--- src/hdl/bal_pkg.sv ---
// ----------------------------------------------------------------------------
// Bounded array list package
// Sizes, operation and status codes, and the structs that pass between the
// sequencer, the element RAM and the top level.
// ----------------------------------------------------------------------------
package bal_pkg;

    localparam int DEPTH      = 256;
    localparam int DATA_WIDTH = 32;

    localparam int ADDR_W = (DEPTH > 1) ? $clog2(DEPTH) : 1;
    localparam int CNT_W  = $clog2(DEPTH + 1);

    localparam int FUNC_W   = 3;
    localparam int POS_W    = 8;
    localparam int VAL_W    = 32;
    localparam int STATUS_W = 3;
    localparam int TOTAL_W  = 9;

    // Operation codes carried in the func field.
    localparam logic [FUNC_W-1:0] FN_APPEND = 3'd0;
    localparam logic [FUNC_W-1:0] FN_INSERT = 3'd1;
    localparam logic [FUNC_W-1:0] FN_DELETE = 3'd2;
    localparam logic [FUNC_W-1:0] FN_EDIT   = 3'd3;
    localparam logic [FUNC_W-1:0] FN_GET    = 3'd4;
    localparam logic [FUNC_W-1:0] FN_FIND   = 3'd5;

    // Status codes.
    localparam logic [STATUS_W-1:0] ST_OK       = 3'd0;
    localparam logic [STATUS_W-1:0] ST_FULL     = 3'd1;
    localparam logic [STATUS_W-1:0] ST_EMPTY    = 3'd2;
    localparam logic [STATUS_W-1:0] ST_BADIDX   = 3'd3;
    localparam logic [STATUS_W-1:0] ST_NOTFOUND = 3'd4;

    typedef struct packed {
        logic                  we;
        logic [ADDR_W-1:0]     waddr;
        logic [DATA_WIDTH-1:0] wdata;
        logic                  re;
        logic [ADDR_W-1:0]     raddr;
    } t_ram_req;

    typedef struct packed {
        logic [STATUS_W-1:0] status;
        logic [VAL_W-1:0]    read_value;
        logic [POS_W-1:0]    found_position;
        logic [TOTAL_W-1:0]  element_total;
        logic                is_empty;
        logic                is_full;
    } t_result;

endpackage

--- src/hdl/bal_ctrl.sv ---
// ----------------------------------------------------------------------------
// Bounded array list sequencer
// Decodes one request, then walks the element RAM one word per cycle for
// shifts and searches, using a single read port, write port and comparator.
// ----------------------------------------------------------------------------
module bal_ctrl (
    input  logic                           i_clk,
    input  logic                           i_rst_n,
    input  logic                           i_valid,
    output logic                           o_ready,
    input  logic [bal_pkg::FUNC_W-1:0]     i_func,
    input  logic [bal_pkg::POS_W-1:0]      i_position,
    input  logic [bal_pkg::VAL_W-1:0]      i_item_value,
    output bal_pkg::t_ram_req              o_ram,
    input  logic [bal_pkg::DATA_WIDTH-1:0] i_rdata,
    output logic                           o_res_valid,
    input  logic                           i_res_ready,
    output bal_pkg::t_result               o_res
);

    localparam int AW = bal_pkg::ADDR_W;
    localparam int CW = bal_pkg::CNT_W;
    localparam int DW = bal_pkg::DATA_WIDTH;

    typedef enum logic [2:0] {
        S_IDLE, S_EXEC, S_SHIFT_UP, S_PUT, S_SHIFT_DN, S_FIND, S_GET_WAIT, S_DONE
    } t_state;

    t_state                          r_state, n_state;
    logic [bal_pkg::FUNC_W-1:0]      r_func, n_func;
    logic [bal_pkg::POS_W-1:0]       r_pos, n_pos;
    logic [DW-1:0]                   r_val, n_val;
    logic [CW-1:0]                   r_count, n_count;
    logic [CW-1:0]                   r_idx, n_idx;
    logic                            r_wpend, n_wpend;
    logic [AW-1:0]                   r_waddr, n_waddr;
    logic                            r_cmp_pend, n_cmp_pend;
    logic [AW-1:0]                   r_cmp_addr, n_cmp_addr;
    logic [bal_pkg::STATUS_W-1:0]    r_status, n_status;
    logic [DW-1:0]                   r_rd, n_rd;
    logic [bal_pkg::POS_W-1:0]       r_fpos, n_fpos;

    logic [31:0] pos_x, cnt_x, idx_x;
    logic        full;

    assign pos_x = 32'(r_pos);
    assign cnt_x = 32'(r_count);
    assign idx_x = 32'(r_idx);
    assign full  = (cnt_x >= 32'(bal_pkg::DEPTH));

    always_comb begin
        n_state    = r_state;
        n_func     = r_func;
        n_pos      = r_pos;
        n_val      = r_val;
        n_count    = r_count;
        n_idx      = r_idx;
        n_wpend    = r_wpend;
        n_waddr    = r_waddr;
        n_cmp_pend = r_cmp_pend;
        n_cmp_addr = r_cmp_addr;
        n_status   = r_status;
        n_rd       = r_rd;
        n_fpos     = r_fpos;
        o_ram      = '0;

        case (r_state)
            S_IDLE: begin
                if (i_valid) begin
                    n_func   = i_func;
                    n_pos    = i_position;
                    n_val    = DW'(i_item_value);
                    n_status = bal_pkg::ST_OK;
                    n_rd     = '0;
                    n_fpos   = '0;
                    n_state  = S_EXEC;
                end
            end
            S_EXEC: begin
                n_state = S_DONE;
                case (r_func)
                    bal_pkg::FN_APPEND: begin
                        if (full) begin
                            n_status = bal_pkg::ST_FULL;
                        end else begin
                            o_ram.we    = 1'b1;
                            o_ram.waddr = AW'(r_count);
                            o_ram.wdata = r_val;
                            n_count     = r_count + CW'(1);
                        end
                    end
                    bal_pkg::FN_INSERT: begin
                        if (full) begin
                            n_status = bal_pkg::ST_FULL;
                        end else if (pos_x > cnt_x) begin
                            n_status = bal_pkg::ST_BADIDX;
                        end else begin
                            n_idx   = r_count;
                            n_wpend = 1'b0;
                            n_state = S_SHIFT_UP;
                        end
                    end
                    bal_pkg::FN_DELETE: begin
                        if (r_count == '0) begin
                            n_status = bal_pkg::ST_EMPTY;
                        end else if (pos_x >= cnt_x) begin
                            n_status = bal_pkg::ST_BADIDX;
                        end else begin
                            n_idx   = CW'(r_pos);
                            n_wpend = 1'b0;
                            n_state = S_SHIFT_DN;
                        end
                    end
                    bal_pkg::FN_EDIT: begin
                        if (pos_x >= cnt_x) begin
                            n_status = bal_pkg::ST_BADIDX;
                        end else begin
                            o_ram.we    = 1'b1;
                            o_ram.waddr = AW'(r_pos);
                            o_ram.wdata = r_val;
                        end
                    end
                    bal_pkg::FN_GET: begin
                        if (pos_x >= cnt_x) begin
                            n_status = bal_pkg::ST_BADIDX;
                        end else begin
                            o_ram.re    = 1'b1;
                            o_ram.raddr = AW'(r_pos);
                            n_state     = S_GET_WAIT;
                        end
                    end
                    bal_pkg::FN_FIND: begin
                        n_idx      = '0;
                        n_cmp_pend = 1'b0;
                        n_state    = S_FIND;
                    end
                    default: begin
                        n_status = bal_pkg::ST_OK;
                    end
                endcase
            end
            S_SHIFT_UP: begin
                // The write of the word read last cycle overlaps the next read.
                o_ram.we    = r_wpend;
                o_ram.waddr = r_waddr;
                o_ram.wdata = i_rdata;
                if (idx_x > pos_x) begin
                    o_ram.re    = 1'b1;
                    o_ram.raddr = AW'(r_idx - CW'(1));
                    n_waddr     = AW'(r_idx);
                    n_wpend     = 1'b1;
                    n_idx       = r_idx - CW'(1);
                end else begin
                    n_wpend = 1'b0;
                    n_state = S_PUT;
                end
            end
            S_PUT: begin
                o_ram.we    = 1'b1;
                o_ram.waddr = AW'(r_pos);
                o_ram.wdata = r_val;
                n_count     = r_count + CW'(1);
                n_state     = S_DONE;
            end
            S_SHIFT_DN: begin
                o_ram.we    = r_wpend;
                o_ram.waddr = r_waddr;
                o_ram.wdata = i_rdata;
                if (idx_x + 32'd1 < cnt_x) begin
                    o_ram.re    = 1'b1;
                    o_ram.raddr = AW'(r_idx + CW'(1));
                    n_waddr     = AW'(r_idx);
                    n_wpend     = 1'b1;
                    n_idx       = r_idx + CW'(1);
                end else begin
                    n_wpend = 1'b0;
                    n_count = r_count - CW'(1);
                    n_state = S_DONE;
                end
            end
            S_FIND: begin
                // Compare the word fetched last cycle while fetching the next.
                if (r_cmp_pend && (i_rdata == r_val)) begin
                    n_fpos   = bal_pkg::POS_W'(r_cmp_addr);
                    n_status = bal_pkg::ST_OK;
                    n_state  = S_DONE;
                end else if (idx_x < cnt_x) begin
                    o_ram.re    = 1'b1;
                    o_ram.raddr = AW'(r_idx);
                    n_cmp_pend  = 1'b1;
                    n_cmp_addr  = AW'(r_idx);
                    n_idx       = r_idx + CW'(1);
                end else begin
                    n_status = bal_pkg::ST_NOTFOUND;
                    n_state  = S_DONE;
                end
            end
            S_GET_WAIT: begin
                n_rd    = i_rdata;
                n_state = S_DONE;
            end
            S_DONE: begin
                if (i_res_ready) begin
                    n_state = S_IDLE;
                end
            end
            default: begin
                n_state = S_IDLE;
            end
        endcase
    end

    always_ff @(posedge i_clk) begin
        if (!i_rst_n) begin
            r_state    <= S_IDLE;
            r_count    <= '0;
            r_wpend    <= 1'b0;
            r_cmp_pend <= 1'b0;
        end else begin
            r_state    <= n_state;
            r_count    <= n_count;
            r_wpend    <= n_wpend;
            r_cmp_pend <= n_cmp_pend;
        end
        r_func     <= n_func;
        r_pos      <= n_pos;
        r_val      <= n_val;
        r_idx      <= n_idx;
        r_waddr    <= n_waddr;
        r_cmp_addr <= n_cmp_addr;
        r_status   <= n_status;
        r_rd       <= n_rd;
        r_fpos     <= n_fpos;
    end

    assign o_ready     = (r_state == S_IDLE);
    assign o_res_valid = (r_state == S_DONE);

    always_comb begin
        o_res.status         = r_status;
        o_res.read_value     = bal_pkg::VAL_W'(r_rd);
        o_res.found_position = r_fpos;
        o_res.element_total  = bal_pkg::TOTAL_W'(r_count);
        o_res.is_empty       = (r_count == '0);
        o_res.is_full        = full;
    end

endmodule

--- config.mk ---
export PLATFORM = sky130hd
export DESIGN_NAME = bal_ctrl
export DESIGN_NICKNAME = d
export VERILOG_FILES = /design/src/hdl/bal_pkg.sv /design/src/hdl/bal_ctrl.sv
export SDC_FILE = /design/constraint.sdc
export NUM_CORES = 1
export LEC_CHECK = 0
export ABC_AREA = 1
export ABC_CLOCK_PERIOD_IN_PS = 9500
export BUFFER_PORTS_ARGS = -buffer_cell sky130_fd_sc_hd__buf_2
export CELL_PAD_IN_SITES_DETAIL_PLACEMENT = 2
export CELL_PAD_IN_SITES_GLOBAL_PLACEMENT = 2
export CORE_ASPECT_RATIO = 2
export CORE_MARGIN = 5
export CORE_UTILIZATION = 34
export CTS_BUF_LIST = sky130_fd_sc_hd__clkbuf_4 sky130_fd_sc_hd__clkbuf_8 sky130_fd_sc_hd__clkbuf_16
export DETAILED_ROUTE_END_ITERATION = 16
export GPL_TIMING_DRIVEN = 0
export HOLD_SLACK_MARGIN = 0.03
export PLACE_DENSITY = 0.84
export SLEW_MARGIN = 10
export SYNTH_ARGS = -nofsm -noshare
export SYNTH_HDL_FRONTEND = slang
export SYNTH_SLANG_ARGS = --single-unit
--- constraint.sdc ---
create_clock -name i_clk -period 9.5 [get_ports i_clk]
set_input_delay 0.95 -clock i_clk [delete_from_list [all_inputs] [get_ports i_clk]]
set_output_delay 0.95 -clock i_clk [all_outputs]
set_load 0.005 [all_outputs]
==> key figures <==
Outcome
  • Status: finished, final reports clean

Worst setup path
  • CP Capture Type: output port
  • WS Path Type: flip-flop to output port
  • Crit-path max cell delay: 540 ps
  • Most common cell on crit path: nand2_1
  • WP buf/inv: 2
  • Critical-path top delay cell: edfxtp_1
  • Max FO, Critical Path: 10
  • Crit path cell chain: buf_2 > nand2_1 > nor3_2 > nand2_1 > nor3_1 > xor2_1 > ha_1 > a21oi_1 > nand2_1 > nand2_1 > nand3_2 > nand2_1 > nand2_1 > o211ai_1 > buf_2
  • Crit path required time: 8550 ps
  • Startpoint Class: flip-flop
  • Top delay family on crit path: simple AND/OR/NAND/NOR gates
  • CP arrival: 4090 ps

Floorplan
  • Die Width: 116 microns
  • Core area: 22200 sq um
  • Std-Cell Rows: 77
  • Die Span Y: 222 microns
  • Die area: 25800 sq um
  • Initial cell density of the core: 34.5%
  • # IOs: 185

Clocking
  • CTS tree: built
  • # H-tree levels: 4
  • Hold buffer count at CTS: 0
  • # resized after CTS: 0
  • CTS max path bufs: 2
  • Clk root buf: clkbuf_16
  • Sink Count: 125
  • CTS Buf Count: 17
  • Clock Latency Late Sink: 440 ps
  • Post-CTS setup buffers: 0
  • CTS clk-pin slew, worst paths: 60 ps

Drt
  • Routed length per instance: 23.8 microns
  • Via count: 7391
  • First drt pass iteration count: 4
  • DR iter-0 viols: 331
  • Vias per inst: 5.31
  • DRT Wirelength: 33.2 mm
  • Residual DRC: 0
  • Antenna-violating nets left: 0

Yosys
  • Top-area cell type share of the netlist area: 43.6%
  • Asr flop ratio synth: 0%
  • Synth top area cells: edfxtp_1, nand2_1, inv_1
  • Mapped cell area: 7650 sq um
  • Synthesized Nets: 1018
  • Syn_area_per_cell: 8.53 sq um
  • Post-synth EDFFs: 111
  • Syn. warnings: 0
  • Synth area leader: edfxtp_1
  • Synth cell types: 49
  • Post-synthesis register bit count: 125
  • Top FF cell, synth: edfxtp_1
  • Mapped Cells: 897
  • Post-synthesis sequential area ratio: 47.2%

STA
  • Worst rel slew slack: 26.7%
  • Setup repair after global routing missed its margin: false
  • Clock skew: 11.6 ps
  • Final hold vios: 0
  • Tcrit/Tclk final: 53.1%
  • Post-Route Setup TNS: 0 ps
  • Final hold slack: 472 ps
  • PnR worst setup slack: 4460 ps
  • Fmax: 198 MHz
  • Final min period: 5040 ps
  • Max-slew violations: 0
  • Final setup fails: 0
  • Worst-margin pin slew: 1090 ps

Pwr
  • Tot Pwr: 3.26 mW
  • Worst VDD drop: 146 uV
  • Pwr Density: 339 nW/um^2
  • Static Leak: 4.59 nW

Placed design
  • Hpwl dp: 26.1 mm
  • PortBufs: 183
  • Place WS: 4920 ps
  • Global placer's final weighted congestion: 0.903

Global route
  • Tot GR Track Use: 26.2%
  • Vias in the first global route: 8628
  • Global route overflow: 0
  • First-pass GRT wire length: 49.5 mm
  • Largest net degree at the start of global routing: 24
  • Antenna violations before repair: 3

Finish
  • Commonest non-fill, non-tap cell in the layout: nand2_1
  • FF+latch area: 3610 sq um
  • Filler instances: 2566
  • Area delta synth->final: 25.6%
  • # nets final: 1222
  • Most frequent cells in the layout: nand2_1, buf_2, inv_1, edfxtp_1, nor2_1
  • Multi-input gate area: 3350 sq um
  • Share of layout cells above drive strength 1: 24.0%

Flow run
  • Max-cap violations: 0

Hold path
  • Tightest Hold Check Type: flip-flop to flip-flop
-- layer usage --
layer | track usage [%] | wire (microns) | part of all wire, %
met1 | 22.2 | 10200 | 31
met2 | 53.0 | 19700 | 59
met3 | 3.95 | 1110 | 3.3
met5 | 0 | 0 | 0
met4 | 16.1 | 2250 | 6.8
-- registers in the layout, summed over array words and instances, names as in the netlist, 3 cells and up --
register / cells
r_waddr: 8
r_func: 3
r_val: 32
r_fpos: 8
r_rd: 32
r_state: 3
r_status: 3
r_idx: 9
r_pos: 8
r_count: 9
r_cmp_addr: 8
-- worst paths after layout --
kind	start	end	slack (ps)	depth (start not counted)
min reg2reg	r_wpend	r_wpend	470	2
max	r_idx[2]	o_ram[0]	4460	15
min	r_wpend	r_wpend	470	2
max reg2reg	r_idx[2]	r_idx[4]	5720	14
-- synth_stat cells, types with 2 or more instances --
cell and number:
a22oi_1 10, nand3_1 26, nand3_2 3, o21a_1 4
o22ai_1 37, nor2_2 7, or2_2 3, clkbuf_1 5
o211ai_1 5, a21o_1 2, nand2_2 4, nor4_1 2
ha_1 41, nand2_4 3, o21ai_1 3, buf_2 3
buf_4 2, nand4_1 15, nor3_1 10, a32oi_1 2
xor2_1 15, o22ai_2 7, clkinv_1 2, inv_2 6
xnor2_1 10, nor3_2 2, nor2_1 106, dfxtp_1 14
nand3b_1 3, inv_1 148, o2111ai_1 2, nand2_1 195
buf_6 5, a21oi_1 41, o21ai_0 30, edfxtp_1 111
-- cells by family after synthesis --
| logic type | after synthesis | share of synthesized area [%] |
|---|---|---|
| AND/OR/NAND/NOR | 381 | 21.3 |
| buffers and inverters | 174 | 9.29 |
| AO/OA/AOI/OAI | 150 | 12.4 |
| flip-flops | 125 | 47.2 |
| adder cells (fa/ha/maj) | 42 | 6.96 |
| XOR/XNOR | 25 | 2.86 |
-- power by group --
part	internal [mW]	total, mW	switching (mW)
Sequential	0.822	0.980	0.158
Clock	0.438	0.705	0.267
Combinational	0.533	1.58	1.04
-- through the flow --
stage,cells,instance area (sq um),util [%]
final,1393,9610,43.4
after global routing,1393,9610,43.4
after CTS,1390,9600,43.3
after detailed placement,1358,8980,40.5
after global placement,1356,8910,40.2
after floorplan,897,7650,-
-- area by class of cell --
cell class	instances	share of cell area [%]
repair buffers	185	10.0
diodes	3	0.0781
clock inverters	15	2.04
plain buffers	17	1.24
inverters	157	6.16
clock buffers	17	4.43
flip-flops and latches	125	37.6
multi-input cells	598	34.8
well taps	276	3.59
-- worst reg2reg max path, delay by kind of cell, from the launching register on --
family                     cells  cell delay [ps]
and+or+nand+nor                9             1730
DFF                            1              540
xor gates and xnor gates       1              320
adders and majority gates      1              310
buffers and inverters          1              260
AOI/OAI and AO/OA              2              230
Note: power is estimated with default switching activity, not from simulation.
